### src/sgsp_pkg.sv
package sgsp_pkg;

  // Sizes of the tables and fields
  localparam int SEG_W    = 10;
  localparam int NUM_SEG  = 1024;
  localparam int EDGE_W   = 12;
  localparam int NUM_EDGE = 4096;
  localparam int LEN_W    = 24;
  localparam int CNT_W    = 4;
  localparam int DIST_W   = 35;
  localparam int PLEN_W   = 11;
  localparam int ROUND_W  = 10;
  localparam int BASE_W   = LEN_W + 3;
  localparam int CFG_IDX_W = 1;
  localparam int CFG_W    = 11;
  localparam int FUNC_W   = 2;

  localparam logic [DIST_W-1:0] DIST_MAX = '1;

  // Item function codes
  localparam logic [FUNC_W-1:0] FUNC_WR_SEG  = 2'd0;
  localparam logic [FUNC_W-1:0] FUNC_WR_SUCC = 2'd1;
  localparam logic [FUNC_W-1:0] FUNC_QUERY   = 2'd2;
  localparam logic [FUNC_W-1:0] FUNC_RD_PATH = 2'd3;

  // Configuration register indexes and reset values
  localparam logic [CFG_IDX_W-1:0] CFG_SEG_COUNT   = 1'b0;
  localparam logic [CFG_IDX_W-1:0] CFG_ROUND_LIMIT = 1'b1;
  localparam logic [PLEN_W-1:0]    SEG_COUNT_RST   = 11'd1024;
  localparam logic [ROUND_W-1:0]   ROUND_LIMIT_RST = 10'd1000;

  // Sequencer steps
  typedef logic [4:0] step_t;
  localparam step_t ST_IDLE    = 5'd0;
  localparam step_t ST_PREAD   = 5'd1;
  localparam step_t ST_QINFO   = 5'd2;
  localparam step_t ST_DIR_RD  = 5'd3;
  localparam step_t ST_DIR_CMP = 5'd4;
  localparam step_t ST_CLR     = 5'd5;
  localparam step_t ST_INI_RD  = 5'd6;
  localparam step_t ST_INI_S   = 5'd7;
  localparam step_t ST_INI_UPD = 5'd8;
  localparam step_t ST_RND     = 5'd9;
  localparam step_t ST_SC_RD   = 5'd10;
  localparam step_t ST_SC_V    = 5'd11;
  localparam step_t ST_SC_N    = 5'd12;
  localparam step_t ST_SET     = 5'd13;
  localparam step_t ST_SET2    = 5'd14;
  localparam step_t ST_RL_RD   = 5'd15;
  localparam step_t ST_RL_S    = 5'd16;
  localparam step_t ST_RL_N    = 5'd17;
  localparam step_t ST_PATH    = 5'd18;
  localparam step_t ST_W1      = 5'd19;
  localparam step_t ST_W1R     = 5'd20;
  localparam step_t ST_W2      = 5'd21;
  localparam step_t ST_W2R     = 5'd22;

  typedef struct packed {
    step_t step;
    logic  accept;
  } cmd_t;

  typedef struct packed {
    logic [FUNC_W-1:0] func;
    logic same_seg;
    logic deg_end;
    logic dir_hit;
    logic clr_end;
    logic rnd_end;
    logic scan_end;
    logic found;
    logic end_settled;
    logic walk_end;
    logic out_free;
  } stat_t;

  typedef struct packed {
    logic [FUNC_W-1:0] func;
    logic [SEG_W-1:0]  seg_index;
    logic [LEN_W-1:0]  seg_length;
    logic [EDGE_W-1:0] succ_base;
    logic [CNT_W-1:0]  succ_count;
    logic [EDGE_W-1:0] succ_addr;
    logic [SEG_W-1:0]  succ_seg;
    logic [SEG_W-1:0]  from_seg;
    logic [LEN_W-1:0]  from_pos;
    logic [SEG_W-1:0]  to_seg;
    logic [LEN_W-1:0]  to_pos;
    logic [SEG_W-1:0]  path_pos;
  } req_t;

  typedef struct packed {
    logic [DIST_W-1:0] distance;
    logic              reachable;
    logic [PLEN_W-1:0] path_length;
    logic [SEG_W-1:0]  path_seg;
  } rsp_t;

  typedef struct packed {
    logic [LEN_W-1:0]  len;
    logic [EDGE_W-1:0] base;
    logic [CNT_W-1:0]  cnt;
  } seg_info_t;

  typedef struct packed {
    logic              visited;
    logic              settled;
    logic [SEG_W-1:0]  pred;
    logic [DIST_W-1:0] cost;
  } node_t;

  // Clamp a signed distance into the unsigned result range.
  function automatic logic [DIST_W-1:0] clamp_dist(input logic signed [DIST_W+1:0] d);
    logic [DIST_W-1:0] r;
    if (d < 0) begin
      r = '0;
    end else if (d > $signed({2'b00, DIST_MAX})) begin
      r = DIST_MAX;
    end else begin
      r = d[DIST_W-1:0];
    end
    return r;
  endfunction

endpackage

### src/sgsp_ctrl.sv
module sgsp_ctrl (
  input  logic            clk,
  input  logic            rst,
  input  logic            req_valid,
  output logic            req_ready,
  input  sgsp_pkg::stat_t stat,
  output sgsp_pkg::cmd_t  cmd
);
  import sgsp_pkg::*;

  step_t state;
  step_t state_next;
  logic  accept;

  // Items are taken only between operations and when the result register will be free.
  assign req_ready  = (state == ST_IDLE) && stat.out_free;
  assign accept     = req_valid && req_ready;
  assign cmd.step   = state;
  assign cmd.accept = accept;

  // Step sequencing of table writes, path reads and the search.
  always_comb begin
    state_next = state;
    unique case (state)
      ST_IDLE: begin
        if (accept) begin
          if (stat.func == FUNC_QUERY) begin
            state_next = ST_QINFO;
          end else if (stat.func == FUNC_RD_PATH) begin
            state_next = ST_PREAD;
          end
        end
      end
      ST_PREAD:   state_next = ST_IDLE;
      ST_QINFO:   state_next = stat.same_seg ? ST_IDLE : ST_DIR_RD;
      ST_DIR_RD:  state_next = stat.deg_end ? ST_CLR : ST_DIR_CMP;
      ST_DIR_CMP: state_next = stat.dir_hit ? ST_IDLE : ST_DIR_RD;
      ST_CLR:     state_next = stat.clr_end ? ST_INI_RD : ST_CLR;
      ST_INI_RD:  state_next = stat.deg_end ? ST_RND : ST_INI_S;
      ST_INI_S:   state_next = ST_INI_UPD;
      ST_INI_UPD: state_next = ST_INI_RD;
      ST_RND:     state_next = stat.rnd_end ? ST_PATH : ST_SC_RD;
      ST_SC_RD: begin
        if (stat.scan_end) begin
          state_next = stat.found ? ST_SET : ST_PATH;
        end else begin
          state_next = ST_SC_V;
        end
      end
      ST_SC_V:    state_next = ST_SC_N;
      ST_SC_N:    state_next = ST_SC_RD;
      ST_SET:     state_next = ST_SET2;
      ST_SET2:    state_next = ST_RL_RD;
      ST_RL_RD:   state_next = stat.deg_end ? ST_RND : ST_RL_S;
      ST_RL_S:    state_next = ST_RL_N;
      ST_RL_N:    state_next = ST_RL_RD;
      ST_PATH:    state_next = stat.end_settled ? ST_W1 : ST_IDLE;
      ST_W1:      state_next = stat.walk_end ? ST_W2 : ST_W1R;
      ST_W1R:     state_next = ST_W1;
      ST_W2:      state_next = stat.walk_end ? ST_IDLE : ST_W2R;
      ST_W2R:     state_next = ST_W2;
      default:    state_next = ST_IDLE;
    endcase
  end

  always_ff @(posedge clk) begin
    if (rst) begin
      state <= ST_IDLE;
    end else begin
      state <= state_next;
    end
  end

endmodule

### config.mk
export PLATFORM = sky130hd
export DESIGN_NAME = sgsp_ctrl
export DESIGN_NICKNAME = d
export VERILOG_FILES = /design/src/sgsp_pkg.sv /design/src/sgsp_ctrl.sv
export SDC_FILE = /design/constraint.sdc
export NUM_CORES = 1
export LEC_CHECK = 0
export ABC_AREA = 0
export BUFFER_PORTS_ARGS = -buffer_cell sky130_fd_sc_hd__buf_4
export CAP_MARGIN = 15
export CORE_AREA = 5 5 42 44
export CTS_BUF_LIST = sky130_fd_sc_hd__clkbuf_16
export DETAILED_ROUTE_END_ITERATION = 7
export DIE_AREA = 0 0 47 49
export PLACE_DENSITY = 0.73
export SLEW_MARGIN = 10
export SYNTH_ARGS = -nofsm -noshare
export SYNTH_HDL_FRONTEND = slang
export SYNTH_SLANG_ARGS = --single-unit
### constraint.sdc
create_clock -name clk -period 2 [get_ports clk]
set_input_delay 0.1 -clock clk [delete_from_list [all_inputs] [get_ports clk]]
set_output_delay 0.1 -clock clk [all_outputs]
set_load 0.05 [all_outputs]
[Yosys cells after proc, flatten, opt, wreduce, memory -nomap -nowiden]
Cells that the tools add are included.
Word-level totals
  register bits: 5
  bits in latches: 0
  memory bits (writable): 0
  ROM bits: 0
  bits of input ports: 15
  output and inout bits: 7
  memories: 0
Operators by class
  $add $sub $neg: 0
  multipliers: 0
  div/mod/pow operators: 0
  $lt $le $gt $ge: 0
  equality and inequality tests: 25
  shift-type cells: 0
  mux-type cells: 16
  bitwise logic cells: 0
  reduce and logical (&&, ||, !) cells: 5
Operators by type and width (number)
  one-hot mux 5 bit (21 select lines): 1
  two-way mux 5 bit: 9
  equality test 5 x 4 -> 1 bit, second input constant: 8
  equality test 5 bit, second input constant: 7
  equality test 5 x 3 -> 1 bit, second input constant: 4
  equality test 5 x 2 -> 1 bit, second input constant: 2
  two-way mux 2 bit: 3
  logical NOT 5 bit: 1
  equality test 2 bit, second input constant: 2
  two-way mux 4 bit: 1
  != test 3 x 1 -> 1 bit, second input constant: 1
  logical AND 1 bit: 2
  two-way mux 1 bit: 2
  != test 2 bit, second input constant: 1
  AND reduction 2 bit: 1
  OR reduction 2 bit: 1

[Logic depth before layout (Yosys ltp)]
  depth after elaboration: 5
  mapped depth: 7

[Worst setup path before layout]
Ideal clock, no wire load.
  path kind: reg2reg
  from: reg state[2]
  to: reg state[1]
  library setup time: 0.129 ns
  data arrival time: 1.545 ns
  required time: 1.871 ns
  slack: 0.326 ns
  stages on the path, launching flop included: 7
  path through: dfxtp_1 > buf_4 > nor2b_1 > nand2_1 > o21ai_1 > a2111oi_1 > a21oi_1
Between the ends
  word-level cells in the longest chain between the ends: 5
RTL lines
  start: declaration: line sgsp_ctrl.sv:11  | step_t state;
  start signal: assignment: line sgsp_ctrl.sv:70  | state <= state_next;
  branches (longest 5 deep; another with one-hot mux 5 bit (21 select lines))
Parallel ways; which one is timed is not known.
A chain may end at the register's enable or synchronous reset.

[Worst setup path in the final report]
  from: reg state[0]
  to: reg state[1]
Same word-level chain as after synthesis.

==> flow_metrics.py <==
metrics = {
    "outcome": {
        "outcome": "complete, no violations",
    },
    "floorplan": {
        "io_pins": 22,
        "die_x_um": 47,
        "core_area_mm2": 0.00140,
        "rows": 14,
        "start_util_pct": 44.1,
        "dieArea_mm2": 0.00230,
        "die_h_um": 49,
    },
    "logic_synthesis": {
        "async_flop_share_pct": 0,
        "yosysSeqAreaShare_pct": 16.2,
        "synth_seq_cells": 5,
        "avgSynthCellArea_um2": 6.94,
        "synth_nets": 104,
        "yosys_most_used_dff": "dfxtp_1",
        "synth_area_um2": 618,
        "synth-edff-count": 0,
        "syn-instance-count": 89,
        "synth_cell_types": 34,
        "ys_warn_count": 0,
    },
    "global_route": {
        "antenna_found_initial": 0,
        "grt_pass1_wl_mm": 2.82,
        "track_usage_pct": 16.5,
        "grt_overflow": 0,
        "first_global_vias": 640,
        "grt_max_degree": 23,
    },
    "place": {
        "gp_congestion": 0.900,
        "dpl.hpwl_mm": 1.31,
        "placed_cells": 119,
        "portBuffers": 21,
        "place_ws_ps": 338,
    },
    "setup_path": {
        "crit_type": "reg2reg",
        "cp.required_ps": 2100,
        "crit_arrival_ps": 1830,
        "cp_slowest_cell": "dfxtp_1",
        "cp_num_buf_inv": 0,
        "cp_cell_sequence": "nand2_1 -> nor3b_1 -> a2111oi_1 -> a21oi_1",
        "crit_path_max_incr_delay_ps": 740,
        "crit_path_max_fanout": 22,
        "crit_family": "flip-flops",
        "end_kind": "register",
        "cp-start-kind": "register",
        "r2r_cells": 4,
        "worst-path-stages": 4,
    },
    "finish": {
        "antenna_cells": 0,
        "reg_top3": "state: 5 flops",
        "top_register": "state",
        "layout_commonest_cell": "buf_4",
        "area_growth_pct": 33.6,
        "drive_above_1_share_pct": 26.2,
        "final_cell_mix": "buf_4, nand2_1, nand2b_1",
        "stdcell_count": 123,
        "final_net_count": 123,
        "largest_register_ffs": 5,
    },
    "timing": {
        "hold_viol": 0,
        "holdWs_ps": 260,
        "min_period_ps": 1720,
        "timing.fmax_ghz": 0.580,
        "relSlewSlack_pct": 55.6,
        "setup_violations": 0,
        "maxSlewViolCount": 0,
        "worst_slack_ps": 276,
        "grt_setup_unrepaired": "false",
        "post-route-period-util_pct": 86.2,
        "tightest_slew_ps": 665,
        "setup_tns_ps": 0,
        "fin_worst_skew_ps": 3.42,
    },
    "min_path": {
        "hp-class": "in2reg",
        "min_path_cells": 4,
    },
    "routing": {
        "final_antenna_net_count": 0,
        "via_count": 736,
        "drcViolationCount": 0,
        "drt_iter0_markers": 20,
        "via_per_inst": 5.98,
        "drtPass1Iterations": 4,
        "wl_per_cell_um": 14.4,
        "wl_mm": 1.77,
    },
    "power_and_ir_drop": {
        "p_leak_nw": 0.341,
        "irDropWorstVdd_v": 0.000697,
        "power_per_cell_area_mw_per_mm2": 603,
    },
    "clock_network": {
        "cts_max_path_buffers": 2,
        "clk_latency_ps": 230,
        "htree_levels": 1,
        "cts_setup_buffers": 0,
        "numClockSinks": 5,
        "cts_tree": "yes",
        "path_clk_slew_ps": 30,
        "postCtsResizedCells": 0,
        "clock_tree.root_cell": "clkbuf_16",
        "cts_buffers": 3,
        "hold_buffers": 0,
    },
    "run": {
        "cap_viol_max_count": 0,
    },
}
==> where the power goes <==
part	switching [W]	total, W	internal [W]	leakage [nW]
Sequential	0.00000491	0.000106	0.000101	0.0403
Clock	0.0000605	0.000319	0.000258	0.0423
Combinational	0.0000368	0.0000727	0.0000359	0.258
Total	0.000102	0.000498	0.000396	0.341
==> worst reg2reg max path, stage by stage, from the launching register on <==
cell       delay, ps
dfxtp_1          740
nand2_1          180
nor3b_1          190
a2111oi_1        380
a21oi_1          110
==> cells in the mapped netlist (2+ instances only) <==
cell type	number	share of area, %
nand2_1	8	4.9
nand2b_1	7	7.1
a21oi_1	6	4.9
nand3_1	6	4.9
nor2b_1	6	6.1
dfxtp_1	5	16
nor3_1	5	4.0
buf_4	4	4.9
nor2_1	4	2.4
a21o_1	3	3.6
a31oi_1	3	3.0
buf_2	3	2.4
o21ai_1	3	2.4
and2_0	2	2.0
nand4b_1	2	2.8
nor3b_1	2	2.4
o21ai_0	2	1.6
o31ai_1	2	2.4
==> cell type report <==
cell class	count	area [µm²]
tap	16	20.0
timing repair buffer	22	165
multi-input combinational	75	458
clock inverter	1	3.75
inverter	1	3.75
sequential	5	100
clock buffer	3	75.1
fill	144	576
==> path summary, 6_finish.rpt <==
kind / slack [ps] / startpoint / to
max reg2reg: 280 / state[0] / state[1]
min reg2reg: 800 / state[4] / state[2]
max: 280 / state[0] / state[1]
min: 260 / stat[1] / state[2]
==> cell families after synthesis <==
group,synth area share [%]
DFF,16.2
buffers and inverters,9.72
and+or+nand+nor,40.3
AOI/OAI and AO/OA,32.2
muxes,1.62
==> metrics by stage <==
step | util [%] | total power [W] | area, µm²
final | 58.9 | 0.000498 | 826
after global routing | 58.9 | 0.000519 | 826
after CTS | 58.9 | 0.000504 | 826
after detailed placement | 53.3 | 0.000180 | 747
after floorplan | - | 0.000148 | 618
after global placement | 53.3 | 0.000179 | 747
==> per-layer routing <==
layer	share of wire, %	GRT usage (%)	wire length [µm]	up-vias
li1	-	-	-	366
met1	41	22.6	730	333
met2	49	23.8	868	35
met3	8.8	4.43	155	2
met4	0.90	6.45	16	0
met5	0	0	0	-
Power figures use the tool's default switching activity.
